`src/sv/tes_pkg.sv`:
```
// Package for the timed event scheduler: payload structs, controller/datapath
// command and status structs, and shared constants. No dependencies.
package tes_pkg;

   localparam int EVENT_SLOTS_DEF = 64;
   localparam int TIME_W          = 52;
   localparam logic [19:0] USEC_PER_SEC = 20'd1000000;
   localparam logic [7:0]  CLOSE_DELAY_RST = 8'd3;

   localparam logic [1:0] ST_OK   = 2'd0;
   localparam logic [1:0] ST_DUP  = 2'd1;
   localparam logic [1:0] ST_FULL = 2'd2;

   localparam logic MODE_ADD  = 1'b0;
   localparam logic MODE_TICK = 1'b1;

   localparam logic [1:0] MSEL_NOW   = 2'd0;
   localparam logic [1:0] MSEL_OPEN  = 2'd1;
   localparam logic [1:0] MSEL_CLOSE = 2'd2;

   typedef struct packed {
      logic        mode;
      logic [31:0] now_s;
      logic [19:0] now_us;
      logic [31:0] delay_s;
   } req_payload_type;

   typedef struct packed {
      logic        opened;
      logic        closed;
      logic [51:0] open_alarm_us;
      logic [51:0] close_alarm_us;
      logic [6:0]  entry_count;
      logic [1:0]  add_status;
   } rsp_payload_type;

   typedef struct packed {
      logic       accept;
      logic       mul_en;
      logic [1:0] mul_sel;
      logic       fire;
      logic       scan_start;
      logic       scan_issue;
      logic       commit;
      logic       close_chk;
      logic       load_out;
   } cmd_type;

   typedef struct packed {
      logic is_add;
      logic open_due;
      logic addr_last;
      logic scan_busy;
      logic out_free;
   } sts_type;

endpackage

```
`src/sv/tes_ctrl.sv`:
```
// Controller for the timed event scheduler: sequences multiply, table scan,
// commit, close check and result load. Depends on tes_pkg.
module tes_ctrl (
   input  logic             clock,
   input  logic             reset,
   input  logic             req_valid,
   output logic             req_stall,
   input  tes_pkg::sts_type sts,
   output tes_pkg::cmd_type cmd
);
   import tes_pkg::*;

   localparam logic [2:0] S_IDLE   = 3'd0;
   localparam logic [2:0] S_MUL    = 3'd1;
   localparam logic [2:0] S_TCHK   = 3'd2;
   localparam logic [2:0] S_SCAN   = 3'd3;
   localparam logic [2:0] S_DRAIN  = 3'd4;
   localparam logic [2:0] S_COMMIT = 3'd5;
   localparam logic [2:0] S_CLOSE  = 3'd6;
   localparam logic [2:0] S_FIN    = 3'd7;

   logic [2:0] state_ff, state_in;
   logic [1:0] msel_ff, msel_in;

   assign req_stall = (state_ff != S_IDLE);

   always_comb begin
      state_in = state_ff;
      msel_in  = msel_ff;
      cmd      = '0;
      cmd.mul_sel = msel_ff;
      case (state_ff)
         S_IDLE: begin
            if (req_valid) begin
               cmd.accept = 1'b1;
               msel_in    = MSEL_NOW;
               state_in   = S_MUL;
            end
         end
         S_MUL: begin
            cmd.mul_en = 1'b1;
            if (!sts.is_add) begin
               state_in = S_TCHK;
            end else if (msel_ff == MSEL_CLOSE) begin
               cmd.scan_start = 1'b1;
               state_in       = S_SCAN;
            end else begin
               msel_in = msel_ff + 2'd1;
            end
         end
         S_TCHK: begin
            if (sts.open_due) begin
               cmd.fire       = 1'b1;
               cmd.scan_start = 1'b1;
               state_in       = S_SCAN;
            end else begin
               state_in = S_CLOSE;
            end
         end
         S_SCAN: begin
            cmd.scan_issue = 1'b1;
            if (sts.addr_last) begin
               state_in = S_DRAIN;
            end
         end
         S_DRAIN: begin
            if (!sts.scan_busy) begin
               state_in = S_COMMIT;
            end
         end
         S_COMMIT: begin
            cmd.commit = 1'b1;
            state_in   = sts.is_add ? S_FIN : S_CLOSE;
         end
         S_CLOSE: begin
            cmd.close_chk = 1'b1;
            state_in      = S_FIN;
         end
         S_FIN: begin
            if (sts.out_free) begin
               cmd.load_out = 1'b1;
               state_in     = S_IDLE;
            end
         end
         default: begin
            state_in = S_IDLE;
         end
      endcase
   end

   always_ff @(posedge clock) begin
      if (reset) begin
         state_ff <= S_IDLE;
         msel_ff  <= MSEL_NOW;
      end else begin
         state_ff <= state_in;
         msel_ff  <= msel_in;
      end
   end

endmodule

```
`config.mk`:
```
export PLATFORM = sky130hd
export DESIGN_NAME = tes_ctrl
export DESIGN_NICKNAME = d
export VERILOG_FILES = /design/src/sv/tes_pkg.sv /design/src/sv/tes_ctrl.sv
export SDC_FILE = /design/constraint.sdc
export NUM_CORES = 1
export LEC_CHECK = 0
export BUFFER_PORTS_ARGS = -buffer_cell sky130_fd_sc_hd__clkbuf_2
export CORE_UTILIZATION = 30
export CTS_CLUSTER_SIZE = 28
export DETAILED_ROUTE_END_ITERATION = 12
export GPL_ROUTABILITY_DRIVEN = 0
export PLACE_DENSITY = 0.63
export SYNTH_ARGS = -nofsm -noshare
export SYNTH_HDL_FRONTEND = slang
export SYNTH_SLANG_ARGS = --single-unit
```
`constraint.sdc`:
```
create_clock -name clock -period 2.4 [get_ports clock]
set_clock_uncertainty 0.2 [all_clocks]
set_input_delay 0.24 -clock clock [delete_from_list [all_inputs] [get_ports clock]]
set_output_delay 0.24 -clock clock [all_outputs]
set_load 0.02 [all_outputs]
```
### Yosys cells after proc, flatten, opt, wreduce, memory -nomap -nowiden

Index checks and enable logic that the tools add are counted.

| word-level totals | value |
|---|---|
| register bits after elaboration | 5 |
| input bits | 8 |
| output and inout bits | 11 |
| logic and storage cells | 49 |

| operators by class | value |
|---|---|
| $add $sub $neg | 1 |
| eq/ne operators | 15 |
| muxes and demuxes | 26 |
| reduce and logical (&&, ||, !) cells | 5 |

Operators by type and width:

| operator | number |
|---|---|
| case mux 3 bit (8 select lines) | 1 |
| two-way mux 3 bit | 7 |
| equality test 3 bit (second input constant) | 4 |
| two-way mux 1 bit | 12 |
| != test 2 bit (second input constant) | 6 |
| two-way mux 2 bit | 4 |
| equality test 3 x 2 -> 1 bit (second input constant) | 2 |
| AND reduction 5 bit | 1 |
| case mux 2 bit (2 select lines) | 1 |
| AND reduction 4 bit | 1 |
| equality test 3 x 1 -> 1 bit (second input constant) | 1 |
| logical NOT 3 bit | 1 |
| != test 3 bit (second input constant) | 1 |
| nonzero test 3 bit | 1 |
| adder 2 x 1 -> 2 bit (second input constant) | 1 |
| equality test 2 bit (second input constant) | 1 |
| case mux 1 bit (2 select lines) | 1 |
| nonzero test 2 bit | 1 |

### Depth between registers and ports, before layout

Gate-level depths: netlist of the first run.

| depth | value |
|---|---|
| depth in word-level cells | 4 |
| depth in mapped cells | 7 |
| gate-level depth less buffers | 7 |

### Least setup slack after synthesis of the first run

OpenSTA, ideal clock, no wires.

| timing path | value |
|---|---|
| path type | reg2reg |
| from | register msel_ff[0] |
| to | register msel_ff[0] |
| library setup time | 0.114 ns |
| data arrival time | 1.401 ns |
| required time | 2.086 ns |
| setup slack | 0.684 ns |
| stages on the path, launching flop included | 7 |
| path buffers | 0 |
| clock period less this slack | 1.716 ns |
| path through | dfxtp_1 inv_1 ha_1 nand2b_1 a211oi_2 mux2i_1 nor2_1 |

| on the way | value |
|---|---|
| word-level cells in the longest chain between the ends | 4 |
| elaborated cells on any way between the ends | 7 |
| classes of those cells | 1 x add/sub; 2 x eq/ne; 3 x mux; 1 x reduce/logical |

Ends and longest elaborated chain:

| what | line | text |
|---|---|---|
| start: declaration | tes_ctrl.sv:23 | `logic [1:0] msel_ff, msel_in;` |
| start signal: assignment | tes_ctrl.sv:97 | `msel_ff <= msel_in;` |
| adder 2 x 1 -> 2 bit | tes_ctrl.sv:48 | `msel_in = msel_ff + 2'd1;` |
| two-way mux 2 bit | tes_ctrl.sv:44 | `end else if (msel_ff == MSEL_CLOSE) begin` |
| two-way mux 2 bit | tes_ctrl.sv:42 | `if (!sts.is_add) begin` |
| case mux 2 bit (2 select lines) | tes_ctrl.sv:32 | `case (state_ff)` |

Parallel ways exist; a longest one is shown, timed or not. The select of a mux whose other input is x is not followed.
A chain may end at the register's enable or synchronous reset.

==> results of run 1 <==
worst max path at each step:
stage                     start         end  depth (start not counted)
detailed placement  state_ff[0]  msel_ff[0]                          6
CTS                 state_ff[0]      cmd[4]                          6
finish              state_ff[0]      cmd[4]                          6
global route        state_ff[0]      cmd[4]                          6
floorplan            msel_ff[0]  msel_ff[0]                          6
global placement    state_ff[0]  msel_ff[1]                          6
worst register-to-register path, cell delays in order (launching register included):
cell	delay, ns
dfxtp_1	0.37
inv_1	0.08
ha_1	0.30
mux2i_1	0.17
a211oi_2	0.32
mux2i_1	0.23
nor2_1	0.05
cell type report:
class / instances / share of cell area, %
repair buffers: 18 / 15.0
flip-flops and latches: 5 / 16.7
well taps: 16 / 3.33
clock buffers: 4 / 4.38
inverters: 5 / 3.13
multi-input cells: 44 / 57.5
cell families (layout without fill, tap and decap cells):
group,Yosys count,count (layout),synth area share (%)
adder cells (fa/ha/maj),5,5,13.2
AO/OA/AOI/OAI,10,10,21.3
AND/OR/NAND/NOR,25,25,29.7
multiplexers,4,4,8.42
flip-flops,5,5,21.1
buffers and inverters,6,27,6.32
registers in the layout, summed over array words and instances, names as in the netlist:
signal    count
state_ff      3
msel_ff       2
per-layer routing:
metal | vias to the layer above | share of wire, % | GRT usage [%]
li1 | 239 | - | -
met1 | 205 | 44 | 12.6
met2 | 12 | 47 | 20.6
met3 | 2 | 7.2 | 5.65
met4 | 0 | 1.1 | 7.74
met5 | - | 0 | 0
stage by stage:
step / power, W / cells / util [%]
after global routing: 0.000735 / 92 / 40.3
after CTS: 0.000680 / 92 / 40.3
after floorplan: 0.000485 / 55 / -
final: 0.000673 / 92 / 40.3
after global placement: 0.000574 / 88 / 38.6
after detailed placement: 0.000577 / 88 / 38.6
power groups by stage:
stage	logic (W)	clock network [W]	registers [W]
after global placement	0.000435	0	0.000140
after global routing	0.000481	0.000111	0.000143
after CTS	0.000438	0.000104	0.000139
after detailed placement	0.000436	0	0.000141
final	0.000433	0.000102	0.000138
after floorplan	0.000350	0	0.000134
cells in the final DEF (no fill, tap or decap), types with 2 or more instances in the layout:
| master | synthesis | layout |
|---|---|---|
| a21oi_1 | 2 | 2 |
| clkbuf_2 | 0 | 18 |
| clkbuf_4 | 0 | 3 |
| dfxtp_1 | 5 | 5 |
| ha_1 | 5 | 5 |
| inv_1 | 5 | 5 |
| mux2i_1 | 4 | 4 |
| nand2_1 | 3 | 3 |
| nand2b_1 | 2 | 2 |
| nand2b_2 | 2 | 2 |
| nor2_1 | 7 | 7 |
| nor3_1 | 2 | 2 |
==> flow_metrics.env, run 1 <==
export IMPL_clk_latency_ns=0.25
export IMPL_holdWs_ns=0.0535
export IMPL_row_count=14
export IMPL_crit_type="reg2out"
export IMPL_synth_most_common_cell="nor2_1"
export IMPL_fp_dieW_um=41.8
export IMPL_min_path_type="in2reg"
export IMPL_vias_per_cell=4.98
export IMPL_async_reset_ff_share_pct=0
export IMPL_powerDensity_nw_per_um2=1120
export IMPL_status="finished, final reports clean"
export IMPL_intPower_w=0.000351
export IMPL_cts_resized=0
export IMPL_hpwl_um=752
export IMPL_cts_root_buf="clkbuf_4"
export IMPL_core_um2=1490
export IMPL_die_h_um=41.8
export IMPL_cts_max_level=1
export IMPL_grt_pass1_vias=389
export IMPL_finalMaxSlewViolations=0
export IMPL_wl_per_cell_um=9.98
export IMPL_yosysWarningCount=0
export IMPL_drc=0
export IMPL_grt_usage_pct=12.5
export IMPL_hold_viol_final=0
export IMPL_worst_ep_arrival_time_ns=1.52
export IMPL_tns_ns=0
export IMPL_dr_pass1_iters=4
export IMPL_ff2ff_setup_slack_ns=0.55
export IMPL_clockBufferDepth=2
export IMPL_critPathLaunchType="register"
export IMPL_place_area_um2=574
export IMPL_finalSetupViolCount=0
export IMPL_yosysSeqAreaShare_pct=21.1
export IMPL_fillers=159
export IMPL_synth_top_cell_area_share_pct=21.1
export IMPL_synthFlopType="dfxtp_1"
export IMPL_die_area_um2=1750
export IMPL_synthTopCellsByCount="nor2_1 (7), dfxtp_1 (5), ha_1 (5), inv_1 (5), mux2i_1 (4)"
export IMPL_hold_path_end="state_ff[0]"
export IMPL_dr_total_vias=458
export IMPL_p_leak_nw=0.290
export IMPL_rsz0062_at_grt="no"
export IMPL_multiInputGateArea_um2=345
export IMPL_cts_tree="done"
export IMPL_clkSinkCount=5
export IMPL_worst_hold_startpoint="reset"
export IMPL_crit_buf_inv=2
export IMPL_crit_chain="inv_1 > ha_1 > nand2_1 > nor2_1 > a31o_2 > clkbuf_2"
export IMPL_drv_cap=0
export IMPL_rr_worst_depth=6
export IMPL_path_clk_slew_ns=0.05
export IMPL_synth_edff_count=0
export IMPL_area_growth_pct=26.3
export IMPL_drt_wl_total_um=918
export IMPL_critical_path_required_ns=1.96
export IMPL_finalCriticalPeriod_ns=1.96
export IMPL_combinationalPowerShare_pct=64.3
export IMPL_hold_path_depth=2
export IMPL_pre_cts_slack_ns=0.543
export IMPL_postSynthAreaPerCell_um2=8.64
export IMPL_final_setup_worst_slack_ns=0.440
export IMPL_postCtsHoldBufs=0
export IMPL_nets=90
export IMPL_swShare_pct=47.9
export IMPL_drive_above_1_share_pct=38.2
export IMPL_cts_buffers=3
export IMPL_grt_max_degree=14
export IMPL_seq_area_um2=100
export IMPL_initial_core_util_pct=31.9
export IMPL_seq_power_share_pct=20.5
export IMPL_worstPathMaxFanout=6
export IMPL_grt_pass1_wl_mm=1.62
export IMPL_fin_crit_sh_pct=81.7
export IMPL_ys_top_cells_by_area="dfxtp_1 (21%), ha_1 (13%), mux2i_1 (8.4%)"
export IMPL_portBuffers=18
export IMPL_p_sw_w=0.000322
export IMPL_rr_startpoint="state_ff[0]"
export IMPL_path_delay_family="flip-flops"
export IMPL_finalInstanceArea_um2=601
export IMPL_antenna_found_initial=0
export IMPL_slew_headroom_pct=76.7
export IMPL_clkPwrFrac_pct=15.2
export IMPL_crit_slowest_cell="dfxtp_1"
export IMPL_antenna_left=0
export IMPL_rr_endpoint="msel_ff[0]"
export IMPL_syn_area_um2=475
export IMPL_achievable_frequency_mhz=510
export IMPL_initialDrtViolationCount=8
export IMPL_synthCells=55
export IMPL_syn_num_nets=68
export IMPL_postSynthRegisterBits=5
export IMPL_insertedDiodeCount=0
export IMPL_end_kind="output port"
export IMPL_ir_drop_v=0.000528
export IMPL_yosys_area_top_type="dfxtp_1"
export IMPL_slowest_delay_ns=0.37
export IMPL_post_cts_buffers=0
export IMPL_synth_cell_types=28
export IMPL_tightest_slew_ns=0.349
export IMPL_overflow=0
export IMPL_io_pins=19
Power figures use the tool's default switching activity.
==> run 2: changes to the inputs <==
--- a/config.mk
+++ b/config.mk
@@ -5,12 +5,13 @@
 export SDC_FILE = /design/constraint.sdc
 export NUM_CORES = 1
 export LEC_CHECK = 0
+export ABC_AREA = 1
 export BUFFER_PORTS_ARGS = -buffer_cell sky130_fd_sc_hd__clkbuf_2
 export CORE_UTILIZATION = 30
 export CTS_CLUSTER_SIZE = 28
 export DETAILED_ROUTE_END_ITERATION = 12
 export GPL_ROUTABILITY_DRIVEN = 0
-export PLACE_DENSITY = 0.63
+export PLACE_DENSITY = 0.61
 export SYNTH_ARGS = -nofsm -noshare
 export SYNTH_HDL_FRONTEND = slang
 export SYNTH_SLANG_ARGS = --single-unit
==> constraint.sdc (replaced) <==
create_clock -name clock -period 1.9 [get_ports clock]
set_clock_uncertainty 0.2 [all_clocks]
set_input_delay 0.19 -clock clock [delete_from_list [all_inputs] [get_ports clock]]
set_output_delay 0.19 -clock clock [all_outputs]
set_load 0.02 [all_outputs]
==> run 2 against run 1 <==
Compared with the run above: non-clock buffer count grew 2; worst setup slack lost 0.35 ns; critical path depth is the same; largest power group unchanged; synthesized area grew 18%; first-iteration DRC count grew 13%.
==> flow_metrics.env, run 2 <==
export IMPL_hpwl_um=995
export IMPL_grt_max_degree=10
export IMPL_clockBufferDepth=2
export IMPL_finalCriticalPeriod_ns=1.81
export IMPL_fillers=190
export IMPL_status="finished, final reports clean"
export IMPL_crit_type="reg2out"
export IMPL_layout_commonest_cell="clkbuf_2"
export IMPL_yosys_area_top_type="dfxtp_1"
export IMPL_synthCells=81
export IMPL_drv_cap=0
export IMPL_yosysWarningCount=0
export IMPL_holdWs_ns=0.180
export IMPL_ys_top_cells_by_area="dfxtp_1 (18%), nand2_1 (11%), ha_1 (11%)"
export IMPL_critPathLaunchType="register"
export IMPL_grt_pass1_wl_mm=1.81
export IMPL_antenna_left=0
export IMPL_worst_ep_arrival_time_ns=1.42
export IMPL_min_path_type="in2reg"
export IMPL_initialDrtViolationCount=9
export IMPL_vias_per_cell=4.30
export IMPL_ir_drop_v=0.000566
export IMPL_fp_dieW_um=45.3
export IMPL_finalSetupViolCount=0
export IMPL_largest_register_ffs=3
export IMPL_antenna_found_initial=0
export IMPL_end_kind="output port"
export IMPL_dr_total_vias=555
export IMPL_p_leak_nw=0.391
export IMPL_worstPathMaxFanout=3
export IMPL_finalPower_w=0.00105
export IMPL_drc=0
export IMPL_regMostFlops="state_ff"
export IMPL_drt_wl_total_mm=1.19
export IMPL_cts_tree="done"
export IMPL_wl_per_cell_um=9.26
export IMPL_grt_usage_pct=13.0
export IMPL_syn_num_nets=94
export IMPL_nets=118
export IMPL_powerDensity_nw_per_um2=1430
export IMPL_async_reset_ff_share_pct=0
export IMPL_post_route_util_pct=42.0
export IMPL_synthFlopType="dfxtp_1"
export IMPL_synth_most_common_cell="nand2_1"
export IMPL_postSynthRegisterBits=5
export IMPL_final_cell_mix="clkbuf_2 (18), nand2_1 (17), inv_1 (12)"
export IMPL_place_area_um2=681
export IMPL_achievable_frequency_mhz=552
export IMPL_finalInstanceArea_um2=733
export IMPL_area_growth_pct=30.2
export IMPL_rsz0062_at_grt="no"
export IMPL_largestRegisters="state_ff: 3 flops, msel_ff: 2 flops"
export IMPL_drive_above_1_share_pct=41.3
export IMPL_hold_viol_final=0
export IMPL_clkSinkCount=5
export IMPL_cts_max_level=1
export IMPL_synthTopCellsByCount="nand2_1 (17), inv_1 (12), nor2_1 (10)"
export IMPL_insertedDiodeCount=0
export IMPL_row_count=15
export IMPL_syn_area_um2=563
export IMPL_overflow=0
export IMPL_die_h_um=45.3
export IMPL_cts_root_buf="clkbuf_4"
export IMPL_grt_pass1_vias=445
export IMPL_postSynthAreaPerCell_um2=6.95
export IMPL_clk_latency_ns=0.24
export IMPL_dr_pass1_iters=4
export IMPL_synth_top_cell_area_share_pct=17.8
export IMPL_portBuffers=18
export IMPL_fin_crit_sh_pct=95.4
export IMPL_cts_buffers=3
export IMPL_tightest_slew_ns=0.395
export IMPL_io_pins=19
export IMPL_multiInputGateArea_um2=403
export IMPL_slew_headroom_pct=73.6
export IMPL_tns_ns=0
export IMPL_yosysSeqAreaShare_pct=17.8
export IMPL_synth_cell_types=22
export IMPL_critical_path_required_ns=1.51
export IMPL_initial_core_util_pct=32.3
export IMPL_path_clk_slew_ns=0.04
export IMPL_synth_edff_count=0
export IMPL_finalMaxSlewViolations=0
export IMPL_core_um2=1750
export IMPL_seq_area_um2=101
export IMPL_die_area_um2=2050
-- run 2: kinds of logic after synthesis --
logic type | Yosys count | synth area share, %
flops | 5 | 17.8
compound gates | 6 | 8.67
simple gates | 49 | 49.1
fa+ha+maj | 5 | 11.1
buf+inv | 16 | 13.3
-- run 2: layout make-up --
cell class	count	share of cell area, %
flip-flops and latches	5	13.8
inverters	15	8.70
multi-input cells	60	54.9
clock buffers	4	3.58
repair buffers	20	14.7
well taps	25	4.27
-- run 2: what timing repair did --
action                                  4_1_cts  5_1_grt
setup buffers                                 0        0
cloned                                        0        0
endpoints found under the setup margin        1        1
hold endpoints to repair                      1        0
resized for setup                             1        3
hold buffers                                  1        0
-- run 2: report_power, final --
group          switching, W  internal, W
Sequential        0.0000466     0.000142
Combinational      0.000459     0.000283
Clock             0.0000410    0.0000792
-- run 2: routing by layer --
| layer | global-route usage (%) | up-vias | routed length (µm) |
|---|---|---|---|
| met1 | 17.3 | 242 | 580 |
| li1 | - | 299 | - |
| met5 | 0 | - | 0 |
| met4 | 12.7 | 0 | 17 |
| met3 | 1.60 | 2 | 54 |
| met2 | 17.4 | 12 | 543 |
-- run 2: per-stage QoR --
stage / cells / worst slack (ns)
after global routing: 129 / 0.0102
after CTS: 129 / 0.0573
after global placement: 124 / 0.285
final: 129 / 0.0875
after floorplan: 81 / 0.230
after detailed placement: 124 / 0.248
-- run 2: final timing paths --
path	start	slack, ns	cells past startpoint	endpoint
setup / recovery	state_ff[0]	0.09	6	cmd[4]
hold / removal	req_valid	0.18	5	msel_ff[0]
setup reg to reg	state_ff[1]	0.33	7	state_ff[0]
hold reg to reg	msel_ff[1]	0.29	2	msel_ff[1]
-- run 2: worst max-delay path: stages (launching register included) --
cell and delay (ns):
dfxtp_2 0.36, inv_1 0.08, ha_1 0.23, nand2_2 0.11, nor2_4 0.04, a31o_2 0.20, clkbuf_2 0.15
==> run 3: changes to the inputs <==
--- a/config.mk
+++ b/config.mk
@@ -7,11 +7,13 @@
 export LEC_CHECK = 0
 export ABC_AREA = 1
 export BUFFER_PORTS_ARGS = -buffer_cell sky130_fd_sc_hd__clkbuf_2
+export CORE_MARGIN = 8
 export CORE_UTILIZATION = 30
 export CTS_CLUSTER_SIZE = 28
 export DETAILED_ROUTE_END_ITERATION = 12
 export GPL_ROUTABILITY_DRIVEN = 0
 export PLACE_DENSITY = 0.61
+export SLEW_MARGIN = 20
 export SYNTH_ARGS = -nofsm -noshare
 export SYNTH_HDL_FRONTEND = slang
 export SYNTH_SLANG_ARGS = --single-unit
==> run 3 against run 2 <==
Compared with the run above: wire length rose by 8.8%; power fell by 1.8%; highest routed layer unchanged; global-route usage down 4.5 points; combinational power is 2% lower; design area fell by 1.7%; cell count stayed put; largest power group unchanged.
==> flow_metrics.env, run 3 (synthesized netlist as in run 2, its figures left out) <==
export IMPL_drv_cap=0
export IMPL_min_path_type="in2reg"
export IMPL_layout_commonest_cell="clkbuf_2"
export IMPL_slew_headroom_pct=73.8
export IMPL_drive_above_1_share_pct=40.4
export IMPL_seq_area_um2=101
export IMPL_finalCriticalPeriod_ns=1.84
export IMPL_grt_usage_pct=8.45
export IMPL_antenna_left=0
export IMPL_finalPower_w=0.00103
export IMPL_dr_pass1_iters=4
export IMPL_wl_per_cell_um=10.1
export IMPL_fin_crit_sh_pct=97.0
export IMPL_final_cell_mix="clkbuf_2 (18), nand2_1 (17), inv_1 (12)"
export IMPL_insertedDiodeCount=0
export IMPL_cts_max_level=1
export IMPL_powerDensity_nw_per_um2=1430
export IMPL_clkSinkCount=5
export IMPL_initialDrtViolationCount=9
export IMPL_crit_type="reg2out"
export IMPL_critPathLaunchType="register"
export IMPL_portBuffers=18
export IMPL_row_count=15
export IMPL_clockBufferDepth=2
export IMPL_dr_total_vias=546
export IMPL_finalSetupViolCount=0
export IMPL_drt_wl_total_mm=1.30
export IMPL_area_growth_pct=28.0
export IMPL_finalMaxSlewViolations=0
export IMPL_post_route_util_pct=41.3
export IMPL_worst_ep_arrival_time_ns=1.45
export IMPL_drc=0
export IMPL_antenna_found_initial=0
export IMPL_vias_per_cell=4.23
export IMPL_largest_register_ffs=3
export IMPL_path_clk_slew_ns=0.05
export IMPL_tns_ns=0
export IMPL_io_pins=19
export IMPL_worstPathMaxFanout=4
export IMPL_status="finished, final reports clean"
export IMPL_die_area_um2=3520
export IMPL_cts_root_buf="clkbuf_4"
export IMPL_grt_max_degree=10
export IMPL_critical_path_required_ns=1.51
export IMPL_regMostFlops="state_ff"
export IMPL_initial_core_util_pct=32.3
export IMPL_core_um2=1750
export IMPL_cts_tree="done"
export IMPL_clk_latency_ns=0.24
export IMPL_fillers=193
export IMPL_hold_viol_final=0
export IMPL_die_h_um=59.3
export IMPL_fp_dieW_um=59.3
export IMPL_multiInputGateArea_um2=390
export IMPL_cts_buffers=3
export IMPL_post_cts_buffers=0
export IMPL_p_leak_nw=0.391
export IMPL_nets=118
export IMPL_overflow=0
export IMPL_achievable_frequency_mhz=543
export IMPL_tightest_slew_ns=0.392
export IMPL_rsz0062_at_grt="yes"
export IMPL_grt_pass1_wl_mm=2.26
export IMPL_end_kind="output port"
export IMPL_hpwl_mm=1.12
export IMPL_largestRegisters="state_ff: 3 flops, msel_ff: 2 flops"
export IMPL_ir_drop_v=0.000598
export IMPL_grt_pass1_vias=526
run 3: cell type report:
type | count | area share (%)
Clock buffer | 4 | 3.65
Inverter | 15 | 8.85
Multi-Input combinational cell | 60 | 54.2
Sequential cell | 5 | 14.1
Tap cell | 25 | 4.34
Timing Repair Buffer | 20 | 14.9
run 3: path summary, 6_finish.rpt:
kind | cells past startpoint | startpoint | slack, ns | endpoint
setup / recovery | 6 | state_ff[1] | 0.06 | cmd[4]
hold / removal | 5 | req_valid | 0.18 | msel_ff[0]
setup reg to reg | 8 | state_ff[1] | 0.30 | state_ff[2]
hold reg to reg | 2 | msel_ff[1] | 0.30 | msel_ff[1]
run 3: routing by layer:
| metal | vias up | part of all wire [%] | track usage (%) |
|---|---|---|---|
| li1 | 297 | - | - |
| met1 | 237 | 46 | 9.60 |
| met2 | 10 | 46 | 12.8 |
| met3 | 2 | 7.0 | 3.47 |
| met4 | 0 | 1.0 | 5.12 |
| met5 | - | 0 | 0 |
run 3: worst max-delay path, stage by stage, from the launching register on:
cell and delay [ns]:
dfxtp_1 0.32, inv_1 0.10, ha_2 0.28, inv_2 0.06, nor2_2 0.12, a31o_2 0.16, clkbuf_2 0.16
run 3: power by group:
group,switching (W),internal [W],leakage [nW]
registers,0.0000418,0.000141,0.0415
logic,0.000457,0.000268,0.334
clock network,0.0000442,0.0000794,0.0150
run 3: repair_timing:
item,4_1_cts,5_1_grt
resized for setup,1,1
setup endpoints to repair,1,2
pin swaps,0,0
hold buffers,1,0
endpoints found under the hold margin,1,0
run 3: per-stage QoR:
stage	hold slack [ns]	setup slack, ns	instance area, µm²	cells
finish	0.179	0.0574	721	129
global route	0.204	-0.0313	721	129
global placement	0.170	0.279	681	124
floorplan	0.0524	0.230	563	81
detailed placement	0.172	0.234	681	124
CTS	0.171	0.0451	719	129
